## src/pfe_pkg.sv

```systemverilog
// shared types, constants and codes for the playfair encryptor
`default_nettype none

package pfe_pkg;

    // letter codes and field widths
    localparam int LETTER_W     = 5;
    localparam int LETTERS      = 26;
    localparam int GRID_SIDE_DF = 5;
    localparam int IN_DATA_W    = 8;
    localparam int OUT_DATA_W   = 16;
    localparam int MODE_W       = 2;

    localparam logic [LETTER_W-1:0] CODE_Q = LETTER_W'(16);
    localparam logic [LETTER_W-1:0] CODE_X = LETTER_W'(23);

    // request kinds carried on tuser
    typedef enum logic [MODE_W-1:0] {
        MODE_KEY      = 2'd0,
        MODE_KEY_DONE = 2'd1,
        MODE_MSG      = 2'd2,
        MODE_END      = 2'd3
    } t_mode;

    // controller states
    typedef enum logic [3:0] {
        S_IDLE,
        S_FILL,
        S_LOOK_A,
        S_LOOK_B,
        S_GRID,
        S_CELL_A,
        S_CELL_B,
        S_EMIT
    } t_state;

    // controller to datapath commands
    typedef struct packed {
        logic ready;      // input side may take a request
        logic take;       // request accepted this cycle
        logic fill_step;  // place one alphabet letter during square fill
        logic look_sel;   // place lookup address: 0 first letter, 1 second
        logic load_pa;    // capture place of first letter
        logic load_pb;    // capture place of second letter
        logic cell_sel;   // cell lookup address: 0 first cipher, 1 second
        logic load_first; // capture first cipher letter
        logic emit;       // load output register
    } t_cmd;

    // datapath to controller status
    typedef struct packed {
        logic need_fill;  // pending request is key done
        logic need_pair;  // pending request completes a pair
        logic fill_last;  // fill walk at its final letter
        logic out_free;   // output register can take a result
    } t_status;

    // valid cipher letter: inside the alphabet and not Q
    function automatic logic letter_ok(input logic [LETTER_W-1:0] c);
        return (c < LETTER_W'(LETTERS)) && (c != CODE_Q);
    endfunction

endpackage

`default_nettype wire

```

## src/pfe_ram.sv

```systemverilog
// generic single write port ram with registered read
`default_nettype none

module pfe_ram #(
    parameter int WIDTH = 5,
    parameter int DEPTH = 25
) (
    input  wire logic                     i_clk,
    input  wire logic                     i_we,
    input  wire logic [$clog2(DEPTH)-1:0] i_waddr,
    input  wire logic [WIDTH-1:0]         i_wdata,
    input  wire logic [$clog2(DEPTH)-1:0] i_raddr,
    output logic      [WIDTH-1:0]         o_rdata
);

    logic [WIDTH-1:0] r_mem [DEPTH];
    logic [WIDTH-1:0] r_rdata;

    // write port and registered read port
    always_ff @(posedge i_clk) begin
        if (i_we) begin
            r_mem[i_waddr] <= i_wdata;
        end
        r_rdata <= r_mem[i_raddr];
    end

    assign o_rdata = r_rdata;

endmodule

`default_nettype wire

```

## src/pfe_ctrl.sv

```systemverilog
// controller state machine for the playfair encryptor
`default_nettype none

module pfe_ctrl
    import pfe_pkg::*;
(
    input  wire logic    i_clk,
    input  wire logic    i_rst_n,
    input  wire logic    i_in_valid,
    input  wire t_status i_status,
    output t_cmd         o_cmd
);

    t_state r_state;
    t_state n_state;

    // state register
    always_ff @(posedge i_clk) begin
        if (!i_rst_n) begin
            r_state <= S_IDLE;
        end else begin
            r_state <= n_state;
        end
    end

    // next state
    always_comb begin
        n_state = r_state;
        unique case (r_state)
            S_IDLE: begin
                if (i_in_valid && i_status.need_fill) begin
                    n_state = S_FILL;
                end else if (i_in_valid && i_status.need_pair) begin
                    n_state = S_LOOK_A;
                end
            end
            S_FILL: begin
                if (i_status.fill_last) begin
                    n_state = S_IDLE;
                end
            end
            S_LOOK_A: n_state = S_LOOK_B;
            S_LOOK_B: n_state = S_GRID;
            S_GRID:   n_state = S_CELL_A;
            S_CELL_A: n_state = S_CELL_B;
            S_CELL_B: n_state = S_EMIT;
            S_EMIT: begin
                if (i_status.out_free) begin
                    n_state = S_IDLE;
                end
            end
            default:  n_state = S_IDLE;
        endcase
    end

    // command outputs
    always_comb begin
        o_cmd = '0;
        unique case (r_state)
            S_IDLE: begin
                o_cmd.ready = 1'b1;
                o_cmd.take  = i_in_valid;
            end
            S_FILL: begin
                o_cmd.fill_step = 1'b1;
            end
            S_LOOK_A: begin
                o_cmd.look_sel = 1'b0;
            end
            S_LOOK_B: begin
                o_cmd.look_sel = 1'b1;
                o_cmd.load_pa  = 1'b1;
            end
            S_GRID: begin
                o_cmd.load_pb = 1'b1;
            end
            S_CELL_A: begin
                o_cmd.cell_sel = 1'b0;
            end
            S_CELL_B: begin
                o_cmd.cell_sel   = 1'b1;
                o_cmd.load_first = 1'b1;
            end
            S_EMIT: begin
                o_cmd.cell_sel = 1'b1;
                o_cmd.emit     = i_status.out_free;
            end
            default: o_cmd = '0;
        endcase
    end

endmodule

`default_nettype wire

```

## src/pfe_dp.sv

```systemverilog
// datapath: square tables, pair state, cipher rules and output register
`default_nettype none

module pfe_dp
    import pfe_pkg::*;
#(
    parameter int GRID_SIDE = GRID_SIDE_DF
) (
    input  wire logic                i_clk,
    input  wire logic                i_rst_n,
    input  wire t_cmd                i_cmd,
    input  wire logic [MODE_W-1:0]   i_in_mode,
    input  wire logic [LETTER_W-1:0] i_in_letter,
    input  wire logic                i_out_ready,
    output t_status                  o_status,
    output logic                     o_out_valid,
    output logic [LETTER_W-1:0]      o_cipher_first,
    output logic [LETTER_W-1:0]      o_cipher_second,
    output logic                     o_last_pair
);

    localparam int CELLS   = GRID_SIDE * GRID_SIDE;
    localparam int CELL_AW = $clog2(CELLS);
    localparam int FILL_W  = $clog2(CELLS + 1);
    localparam int RW      = $clog2(GRID_SIDE);
    localparam int PLACE_AW = $clog2(LETTERS);

    // row of a cell index by comparing against row starts
    function automatic logic [RW-1:0] row_of(input logic [CELL_AW-1:0] p);
        logic [RW-1:0] r;
        r = '0;
        for (int i = 1; i < GRID_SIDE; i++) begin
            if (p >= CELL_AW'(i * GRID_SIDE)) begin
                r = RW'(i);
            end
        end
        return r;
    endfunction

    function automatic logic [RW-1:0] col_of(input logic [CELL_AW-1:0] p,
                                             input logic [RW-1:0]      r);
        logic [CELL_AW-1:0] base;
        base = CELL_AW'(int'(r) * GRID_SIDE);
        return RW'(p - base);
    endfunction

    // step one place along a row or column with wrap
    function automatic logic [RW-1:0] next_idx(input logic [RW-1:0] x);
        return (x == RW'(GRID_SIDE - 1)) ? '0 : RW'(x + 1'b1);
    endfunction

    function automatic logic [CELL_AW-1:0] cell_at(input logic [RW-1:0] r,
                                                  input logic [RW-1:0] c);
        return CELL_AW'(int'(r) * GRID_SIDE + int'(c));
    endfunction

    // control state
    logic [LETTERS-1:0]  r_used;
    logic [FILL_W-1:0]   r_fill;
    logic [LETTER_W-1:0] r_k;
    logic [LETTER_W-1:0] r_held;
    logic                r_held_valid;
    logic                r_out_valid;

    // payload registers
    logic [LETTER_W-1:0] r_a;
    logic [LETTER_W-1:0] r_b;
    logic                r_pair_last;
    logic [CELL_AW-1:0]  r_pa;
    logic [CELL_AW-1:0]  r_pb;
    logic [LETTER_W-1:0] r_first_hold;
    logic [LETTER_W-1:0] r_first;
    logic [LETTER_W-1:0] r_second;
    logic                r_last;

    // ram ports
    logic [CELL_AW-1:0]  place_rdata;
    logic [LETTER_W-1:0] cell_rdata;
    logic [CELL_AW-1:0]  cell_raddr;
    logic [PLACE_AW-1:0] place_raddr;

    // placement of one letter, from the input or the fill walk
    logic [LETTER_W-1:0] put_letter;
    logic                put_try;
    logic                put_we;
    t_mode               in_mode;
    logic                in_ok;

    assign in_mode    = t_mode'(i_in_mode);
    assign in_ok      = letter_ok(i_in_letter);
    assign put_letter = i_cmd.fill_step ? r_k : i_in_letter;
    assign put_try    = i_cmd.fill_step || (i_cmd.take && (in_mode == MODE_KEY));
    assign put_we     = put_try && letter_ok(put_letter)
                        && (r_fill < FILL_W'(CELLS)) && !r_used[put_letter];

    // status toward the controller
    always_comb begin
        o_status.need_fill = (in_mode == MODE_KEY_DONE);
        o_status.need_pair = r_held_valid
                             && ((in_mode == MODE_END) || ((in_mode == MODE_MSG) && in_ok));
        o_status.fill_last = (r_k == LETTER_W'(LETTERS - 1));
        o_status.out_free  = !r_out_valid || i_out_ready;
    end

    // square bookkeeping and fill walk
    always_ff @(posedge i_clk) begin
        if (!i_rst_n) begin
            r_used <= '0;
            r_fill <= '0;
            r_k    <= '0;
        end else begin
            if (put_we) begin
                r_used[put_letter] <= 1'b1;
                r_fill             <= FILL_W'(r_fill + 1'b1);
            end
            if (i_cmd.fill_step) begin
                r_k <= o_status.fill_last ? '0 : LETTER_W'(r_k + 1'b1);
            end
        end
    end

    // held letter of an open pair
    always_ff @(posedge i_clk) begin
        if (!i_rst_n) begin
            r_held       <= '0;
            r_held_valid <= 1'b0;
        end else if (i_cmd.take) begin
            if (in_mode == MODE_MSG && in_ok) begin
                if (!r_held_valid) begin
                    r_held       <= i_in_letter;
                    r_held_valid <= 1'b1;
                end else if (i_in_letter != r_held) begin
                    r_held_valid <= 1'b0;
                end
            end else if (in_mode == MODE_END) begin
                r_held_valid <= 1'b0;
            end
        end
    end

    // pair operands captured at accept
    always_ff @(posedge i_clk) begin
        if (i_cmd.take) begin
            r_a         <= r_held;
            r_b         <= (in_mode == MODE_MSG && i_in_letter != r_held) ? i_in_letter
                                                                          : CODE_X;
            r_pair_last <= (in_mode == MODE_END);
        end
    end

    // letter to cell table
    assign place_raddr = PLACE_AW'(i_cmd.look_sel ? r_b : r_a);

    pfe_ram #(
        .WIDTH (CELL_AW),
        .DEPTH (LETTERS)
    ) u_place_ram (
        .i_clk   (i_clk),
        .i_we    (put_we),
        .i_waddr (PLACE_AW'(put_letter)),
        .i_wdata (r_fill[CELL_AW-1:0]),
        .i_raddr (place_raddr),
        .o_rdata (place_rdata)
    );

    // cell to letter table
    pfe_ram #(
        .WIDTH (LETTER_W),
        .DEPTH (CELLS)
    ) u_cell_ram (
        .i_clk   (i_clk),
        .i_we    (put_we),
        .i_waddr (r_fill[CELL_AW-1:0]),
        .i_wdata (put_letter),
        .i_raddr (cell_raddr),
        .o_rdata (cell_rdata)
    );

    // places of both letters
    always_ff @(posedge i_clk) begin
        if (i_cmd.load_pa) begin
            r_pa <= place_rdata;
        end
        if (i_cmd.load_pb) begin
            r_pb <= place_rdata;
        end
    end

    // row, column and rectangle rules
    logic [RW-1:0]      r1, c1, r2, c2;
    logic [RW-1:0]      nr1, nc1, nr2, nc2;
    logic [CELL_AW-1:0] cell1, cell2;

    always_comb begin
        r1  = row_of(r_pa);
        c1  = col_of(r_pa, r1);
        r2  = row_of(r_pb);
        c2  = col_of(r_pb, r2);
        nr1 = r1;
        nc1 = c1;
        nr2 = r2;
        nc2 = c2;
        if (r1 == r2) begin
            nc1 = next_idx(c1);
            nc2 = next_idx(c2);
        end else if (c1 == c2) begin
            nr1 = next_idx(r1);
            nr2 = next_idx(r2);
        end else begin
            nc1 = c2;
            nc2 = c1;
        end
        cell1 = cell_at(nr1, nc1);
        cell2 = cell_at(nr2, nc2);
    end

    assign cell_raddr = i_cmd.cell_sel ? cell2 : cell1;

    always_ff @(posedge i_clk) begin
        if (i_cmd.load_first) begin
            r_first_hold <= cell_rdata;
        end
    end

    // output register
    always_ff @(posedge i_clk) begin
        if (!i_rst_n) begin
            r_out_valid <= 1'b0;
        end else if (i_cmd.emit) begin
            r_out_valid <= 1'b1;
        end else if (i_out_ready) begin
            r_out_valid <= 1'b0;
        end
    end

    always_ff @(posedge i_clk) begin
        if (i_cmd.emit) begin
            r_first  <= r_first_hold;
            r_second <= cell_rdata;
            r_last   <= r_pair_last;
        end
    end

    assign o_out_valid     = r_out_valid;
    assign o_cipher_first  = r_first;
    assign o_cipher_second = r_second;
    assign o_last_pair     = r_last;

endmodule

`default_nettype wire

```

## src/playfair_encryptor.sv

```systemverilog
// top level: playfair encryptor over the 25-letter alphabet without q
//
// input stream: s_axis_tuser carries the request kind (key letter, key done,
// message letter, message end), s_axis_tdata[4:0] the letter code A=0..Z=25.
// output stream: one request per enciphered pair, tdata holds both cipher
// letters, tlast marks the pair closed by message end.
// a key letter or a message letter that only opens a pair is taken without leaving idle.
// key done starts the fill, which walks all 26 letter codes, one a cycle.
// a letter that completes a pair runs two place lookups and two cell lookups,
// each through a single read port ram with registered read, then the result
// moves into the output register. one request is worked on at a time; tready
// is high only while idle. the output register holds a finished pair while
// the receiver stalls; a following pair waits in its last step until that
// register frees. reset clears the used-letter set, the fill count and the
// held letter; the square must be completed by key done before message
// letters are sent.
`default_nettype none

module playfair_encryptor
    import pfe_pkg::*;
#(
    parameter int GRID_SIDE = GRID_SIDE_DF
) (
    input  wire logic                  i_clk,
    input  wire logic                  i_rst_n,
    input  wire logic                  s_axis_tvalid,
    output logic                       s_axis_tready,
    input  wire logic [IN_DATA_W-1:0]  s_axis_tdata,  // [4:0] letter
    input  wire logic [MODE_W-1:0]     s_axis_tuser,  // [1:0] mode
    output logic                       m_axis_tvalid,
    input  wire logic                  m_axis_tready,
    output logic [OUT_DATA_W-1:0]      m_axis_tdata,  // [4:0] cipher_first, [9:5] cipher_second
    output logic                       m_axis_tlast   // last_pair
);

    t_cmd                cmd;
    t_status             status;
    logic [LETTER_W-1:0] cipher_first;
    logic [LETTER_W-1:0] cipher_second;

    pfe_ctrl u_ctrl (
        .i_clk      (i_clk),
        .i_rst_n    (i_rst_n),
        .i_in_valid (s_axis_tvalid),
        .i_status   (status),
        .o_cmd      (cmd)
    );

    pfe_dp #(
        .GRID_SIDE (GRID_SIDE)
    ) u_dp (
        .i_clk           (i_clk),
        .i_rst_n         (i_rst_n),
        .i_cmd           (cmd),
        .i_in_mode       (s_axis_tuser),
        .i_in_letter     (s_axis_tdata[LETTER_W-1:0]),
        .i_out_ready     (m_axis_tready),
        .o_status        (status),
        .o_out_valid     (m_axis_tvalid),
        .o_cipher_first  (cipher_first),
        .o_cipher_second (cipher_second),
        .o_last_pair     (m_axis_tlast)
    );

    assign s_axis_tready = cmd.ready;
    assign m_axis_tdata  = {{(OUT_DATA_W - 2 * LETTER_W){1'b0}}, cipher_second, cipher_first};

    // a result is only loaded into a free output register
    a_emit_free : assert property (@(posedge i_clk) disable iff (!i_rst_n)
        cmd.emit |-> status.out_free)
        else $error("pair emitted into a busy output register");

    // a loaded result is offered on the next cycle
    a_emit_shows : assert property (@(posedge i_clk) disable iff (!i_rst_n)
        cmd.emit |=> m_axis_tvalid)
        else $error("emitted pair not offered downstream");

    // no request is taken while the square fill runs
    a_fill_busy : assert property (@(posedge i_clk) disable iff (!i_rst_n)
        cmd.fill_step |-> !s_axis_tready)
        else $error("input ready during square fill");

    // a pair lookup starts only from an accepted request
    a_pair_start : assert property (@(posedge i_clk) disable iff (!i_rst_n)
        cmd.load_pa |-> $past(cmd.take, 2))
        else $error("pair lookup without an accepted request");

endmodule

`default_nettype wire
```

## config.mk

```make
export PLATFORM = sky130hd
export DESIGN_NAME = playfair_encryptor
export DESIGN_NICKNAME = d
export VERILOG_FILES = /design/src/pfe_pkg.sv /design/src/pfe_ram.sv /design/src/pfe_ctrl.sv /design/src/pfe_dp.sv /design/src/playfair_encryptor.sv
export SDC_FILE = /design/constraint.sdc
export NUM_CORES = 1
export LEC_CHECK = 0
export BUFFER_PORTS_ARGS = -buffer_cell sky130_fd_sc_hd__buf_2
export CAP_MARGIN = 10
export CORE_MARGIN = 4
export CORE_UTILIZATION = 55
export DETAILED_ROUTE_END_ITERATION = 8
export PLACE_DENSITY_LB_ADDON = 0.3
export SLEW_MARGIN = 30
export SYNTH_ARGS = -nofsm -noshare
export SYNTH_HDL_FRONTEND = slang
export SYNTH_SLANG_ARGS = --single-unit
```

## constraint.sdc

```tcl
create_clock -name i_clk -period 12.5 [get_ports i_clk]
set_input_delay 2.5 -clock i_clk [delete_from_list [all_inputs] [get_ports i_clk]]
set_output_delay 2.5 -clock i_clk [all_outputs]
set_load 0.02 [all_outputs]
```

# Word level (Yosys, flattened, before mapping)
# Memories as Yosys holds them, arrays and structs flattened. A register that Yosys moved wholly into a read port is not among the register bits.
# Cells that the tools add are included.
# classes
add_sub_neg,10
mul,4
n_div,0
magnitude_cmp,13
eq_ne,23
n_shift,0
n_mux,48
bitwise,2
n_reduce_logical,25
# ops
op,n
3-bit two-way mux,14
4-bit one-hot mux with 8 select lines,1
26-bit OR,1
"5-bit by 4-bit >= comparator with 1-bit output, second input constant",4
5-bit two-way mux,4
1-bit two-way mux,18
"4-bit by 3-bit equality test with 1-bit output, second input constant",4
4-bit two-way mux,4
"5-bit < comparator, second input constant",3
"3-bit by 1-bit adder with 3-bit output, second input constant",4
"3-bit equality test, second input constant",4
1-bit logical AND,12
"5-bit by 1-bit adder with 5-bit output, second input constant",2
5-bit by 4-bit adder with 5-bit output,2
"5-bit by 3-bit >= comparator with 1-bit output, second input constant",2
"5-bit >= comparator, second input constant",2
"3-bit by 3-bit multiplier with 5-bit output, second input constant",2
2-bit two-way mux,5
"5-bit inequality test, second input constant",2
"4-bit by 2-bit equality test with 1-bit output, second input constant",2
3-bit equality test,2
"5-bit by 6-bit < comparator with 1-bit output, second input constant",1
"3-bit by 3-bit multiplier with 3-bit output, second input constant",2
3-bit AND reduction,2
19 further kinds,26
# totals
reg_bits,84
latch_bits,0
ram_bits,255
mem_bits_ro,0
input_bits,14
elab_cells,143
memories,2
# mem_list
name,depth,word_bits,read_ports,rd_ports_with_merged_regs,write_ports,line_no,rtl
u_dp.u_place_ram.r_mem,26,5,1,1,1,pfe_ram.sv:16,logic [WIDTH-1:0] r_mem [DEPTH];
u_dp.u_cell_ram.r_mem,25,5,1,1,1,pfe_ram.sv:16,

# Depth between registers and ports, before layout
# logic_depth
depth_word,13
depth_mapped,26
mapped_depth_nobuf,23

# By module
# From an unflattened synthesis, not the netlist that was laid out.
# unflattened
hier_cells,1039
area_unflattened_um2,15125.8
# by_module_without_submodules
module,n_inst,cells_each,area_each_um2,seq_area_each_um2
pfe_ram (u_dp.u_place_ram),1,315,5368.9,4003.8
pfe_ram (u_dp.u_cell_ram),1,272,5078.6,3853.7
pfe_dp,1,415,4401.7,1971.9
pfe_ctrl,1,30,227.7,60.1
playfair_encryptor,1,7,48.8,0.0

# Worst setup path after synthesis
# OpenSTA, ideal clock, no wires.
# synth_timing
kind,register to register
start,register u_dp.r_pa[3]
end,"register u_dp.u_cell_ram.r_rdata[0], in the netlist u_dp.u_cell_ram.o_rdata[0] (read register of u_dp.u_cell_ram.r_mem)"
setup_time_ns,0.139
arrival_time_ns,6.008
required_ns,12.361
slack_ns,6.352
path_stages_with_launch,25
n_path_buf,3
synth_period_minus_slack_ns,6.148
path_cell_list,edfxtp_1 > o21bai_1 > a211o_1 > and2_1 > clkbuf_1 > nor2_1 > a21oi_1 > fa_1 > or3_1 > a211o_1 > a211oi_4 > clkbuf_1 > o21ai_0 > a221oi_1 > o22ai_1 > ha_1 > ha_1 > inv_1 > fa_1 > mux2i_1 > clkbuf_1 > mux4_2 > mux2_2 > mux2i_1 > mux2i_1
# synth_between
elab_chain_len,13
elab_cells_between_ends,31
cone_classes,add/sub: 5; mul: 3; order compare: 4; eq/ne: 4; mux: 15
# synth_lines
element,line_no,rtl
"start, declared",pfe_dp.sv:69,logic [CELL_AW-1:0] r_pa;
"start signal, assigned",pfe_dp.sv:182,r_pa <= place_rdata;
5-bit by 3-bit >= comparator with 1-bit output,pfe_dp.sv:33,if (p >= CELL_AW'(i * GRID_SIDE)) begin
1-bit two-way mux,pfe_dp.sv:33,
2-bit two-way mux (2 in a row),pfe_dp.sv:33,
3-bit two-way mux (*),pfe_dp.sv:33,
3-bit by 3-bit multiplier with 3-bit output,pfe_dp.sv:43,base = CELL_AW'(int'(r) * GRID_SIDE);
3-bit subtractor,pfe_dp.sv:44,return RW'(p - base);
3-bit equality test,pfe_dp.sv:206,end else if (c1 == c2) begin
3-bit two-way mux,pfe_dp.sv:206,
3-bit two-way mux,pfe_dp.sv:203,if (r1 == r2) begin
3-bit by 3-bit multiplier with 5-bit output,pfe_dp.sv:54,return CELL_AW'(int'(r) * GRID_SIDE + int'(c));
5-bit by 4-bit adder with 5-bit output,pfe_dp.sv:54,
5-bit two-way mux (*),pfe_dp.sv:217,assign cell_raddr = i_cmd.cell_sel ? cell2 : cell1;
"end, declared",pfe_ram.sv:17,logic [WIDTH-1:0] r_rdata;
# Every way passes the cells marked *; elsewhere a longest branch is shown, timed or not.
# A chain may end at the register's enable or synchronous reset.

# Final worst setup path
# layout_timing
start,register u_dp.r_pa[3]
end,"register u_dp.u_cell_ram.r_rdata[4], in the netlist u_dp.u_cell_ram.o_rdata[4] (read register of u_dp.u_cell_ram.r_mem)"
# Same word-level chain as after synthesis.

==> impl_metrics.tcl <==
set metrics [dict create \
    pwr-share-seq 0.463 \
    ios 33 \
    initial_utilization 0.558 \
    syn_inst 946 \
    die_x_um 173 \
    min_period_ps 7020 \
    switching_share 0.246 \
    drcViolationCount 0 \
    min_path_cells 0 \
    grt_start_max_net_pins 46 \
    combPwrFrac 0.163 \
    row_count 60 \
    ys.flop_type "edfxtp_1" \
    r2r_cells 22 \
    cts.htree.levels 2 \
    dr.pass1.iters 5 \
    synth_area_um2 15000 \
    grt_pass1_wl_mm 45.9 \
    synth_area_leaders "edfxtp_1 (58%), mux4_2 (9.5%), dfxtp_1 (7.3%)" \
    crit_path_start_kind "flip-flop" \
    synth_top_area_share 0.584 \
    largest_register_ff_count 130 \
    grt-ovfl-total 0 \
    nFillCells 1880 \
    place_ws_ps 5540 \
    clkPwrFrac 0.374 \
    grt_pass1_vias 8301 \
    gp_congestion 0.777 \
    grt_setup_unrepaired "false" \
    switchingPower_mw 0.715 \
    drive_above_1_share 0.201 \
    avgSynthCellArea_um2 15.9 \
    routedWlPerCell_um 21.4 \
    final_cell_mix "edfxtp_1 (292), mux4_2 (63), nor2_1 (61), mux2i_1 (54), dfxtp_1 (54)" \
    fmax_mhz 142 \
    leakagePower_nw 5.86 \
    postCtsResizedCells 0 \
    powerDensity_nw_per_um2 173 \
    chipHeight_um 173 \
    hpwl_mm 18.5 \
    maxSlewHeadroom 0.369 \
    synth-edff-count 292 \
    die-area_um2 30000 \
    ys.warnings.count 0 \
    fin_worst_skew_ps 21.2 \
    cp.arrival_ps 7340 \
    synth_seq_cells 347 \
    routed_wl_mm 29.0 \
    clkTransAtPathRegs_ps 60 \
    synth_top_area_cell "edfxtp_1" \
    setup_viol 0 \
    ys_types 64 \
    fin_crit_sh 0.561 \
    largest-register "u_dp.u_place_ram.r_mem" \
    reg_top3 "u_dp.u_place_ram.r_mem (130), u_dp.u_cell_ram.r_mem (125), u_dp.r_used (25)" \
    vias 8050 \
    crit_type "reg -> reg" \
    grtUsageTotal 0.195 \
    tns_ps 0 \
    cts_tree "yes" \
    layout.cells.most_common "edfxtp_1" \
    layout.nets 1032 \
    tightest_slew_ps 943 \
    cts_buffer_depth 3 \
    root_buffer "clkbuf_16" \
    drtAntennaViolNets 0 \
    maxCapViolCount 0 \
    cp-end-kind "flip-flop" \
    p_int_mw 2.19 \
    cp.required_ps 12820 \
    crit_fanout 30 \
    clkSinkCount 347 \
    viasPerCell 5.95 \
    numCtsBuffers 36 \
    core_region_area_um2 26900 \
    diodes 0 \
    areaGrowthSynthToFinish_pct 11.9 \
    clock_latency_ps 520 \
    cts_hold_buffers 0 \
    finalWorstSetupSlack_ps 5480 \
    post_cts_buffers 0 \
    grt_antenna_before_repair 0 \
    async_flop_share 0 \
    hp-class "reg -> reg" \
    io_buffers 23 \
    ir_worst_vdd_mv 0.0912 \
    ys_seq_area_frac 0.658 \
    timing_hold_violations_final 0 \
    drv_slew 0 \
    drt_iter0_drc 657 \
    outcome "finished, final reports clean" \
]
layer usage:
layer  share of wire  global-route usage  vias up
li1                -                   -     3719
met1            0.44               0.265     4086
met2            0.50               0.328      205
met3           0.043              0.0313       40
met4           0.020              0.0589        0
met5               0                   0        -
path summary, 6_finish.rpt:
check                       start                    endpoint  slack, ps
min          u_dp.r_first_hold[0]      u_dp.o_cipher_first[0]        420
min reg2reg  u_dp.r_first_hold[0]      u_dp.o_cipher_first[0]        420
max                  u_dp.r_pa[3]  u_dp.u_cell_ram.o_rdata[4]       5480
max reg2reg          u_dp.r_pa[3]  u_dp.u_cell_ram.o_rdata[4]       5480
power groups by stage:
| stage | logic (mW) | clock network (mW) | registers, mW |
|---|---|---|---|
| detailed placement | 0.477 | 0 | 1.37 |
| global route | 0.512 | 1.16 | 1.35 |
| floorplan | 0.354 | 0 | 1.36 |
| finish | 0.474 | 1.09 | 1.35 |
| global placement | 0.467 | 0 | 1.37 |
| CTS | 0.479 | 1.11 | 1.35 |
stage by stage:
step           utilization  instance area (um2)  hold slack (ps)  cells  total power [mW]
5_1_grt              0.625                16800              438   1354              3.02
2_1_floorplan            -                15000              400    956              1.71
6_report             0.625                16800              422   1354              2.91
3_3_place_gp         0.578                15500              405   1288              1.84
3_5_place_dp         0.578                15500              410   1288              1.85
4_1_cts              0.624                16800              424   1354              2.93
layout make-up:
class | count | area [um2] | area share
inverters | 28 | 105 | 0.00626
repair buffers | 37 | 220 | 0.0131
flip-flops and latches | 347 | 9870 | 0.588
clock buffers | 53 | 1090 | 0.0648
well taps | 341 | 427 | 0.0254
multi-input cells | 535 | 4920 | 0.293
clock inverters | 13 | 153 | 0.00909
kinds of logic (layout without fill, tap and decap cells):
logic type	after synthesis	count (layout)	share of synthesized area
AND/OR/NAND/NOR	208	208	0.0696
adder cells (fa/ha/maj)	33	33	0.0295
other	1	11	0.000250
AO/OA/AOI/OAI	114	114	0.0520
multiplexers	147	147	0.156
XOR/XNOR	22	22	0.0128
buffers and inverters	74	131	0.0214
flip-flops	347	347	0.658
cell usage after synthesis (3+ instances only):
| cell | instances |
|---|---|
| o211ai_1 | 9 |
| o21ai_0 | 25 |
| dfxtp_1 | 55 |
| nand3_1 | 9 |
| xnor2_1 | 18 |
| buf_2 | 11 |
| nor3b_1 | 6 |
| a21oi_1 | 19 |
| inv_1 | 26 |
| nor3_1 | 13 |
| clkbuf_1 | 24 |
| nor2_1 | 61 |
| or3_1 | 4 |
| o21a_1 | 27 |
| mux2_2 | 16 |
| a21boi_0 | 6 |
| nand3b_1 | 5 |
| nand2_1 | 46 |
| buf_1 | 3 |
| mux2i_1 | 60 |
| and3_1 | 22 |
| o22ai_1 | 4 |
| buf_4 | 8 |
| and2_1 | 9 |
| nand2b_1 | 7 |
| nor2b_1 | 13 |
| mux4_2 | 63 |
| xor2_1 | 4 |
| fa_1 | 4 |
| mux2_4 | 5 |
| edfxtp_1 | 292 |
| ha_1 | 29 |
worst max-delay path, cell delays in order, from the launching register on:
cell and delay [ps]:
edfxtp_1 520, o21bai_1 230, a211o_1 300, and2_1 230, nor2_1 110, a21oi_1 60, fa_1 430, or3_1 420
a211o_1 300, a211oi_4 660, mux4_1 390, a21oi_1 140, o22ai_1 160, ha_1 350, ha_1 320, inv_1 70
fa_1 510, mux2i_4 140, buf_4 420, mux4_2 390, mux2i_1 290, mux2_4 210, mux2i_1 120
Power figures use the tool's default switching activity.
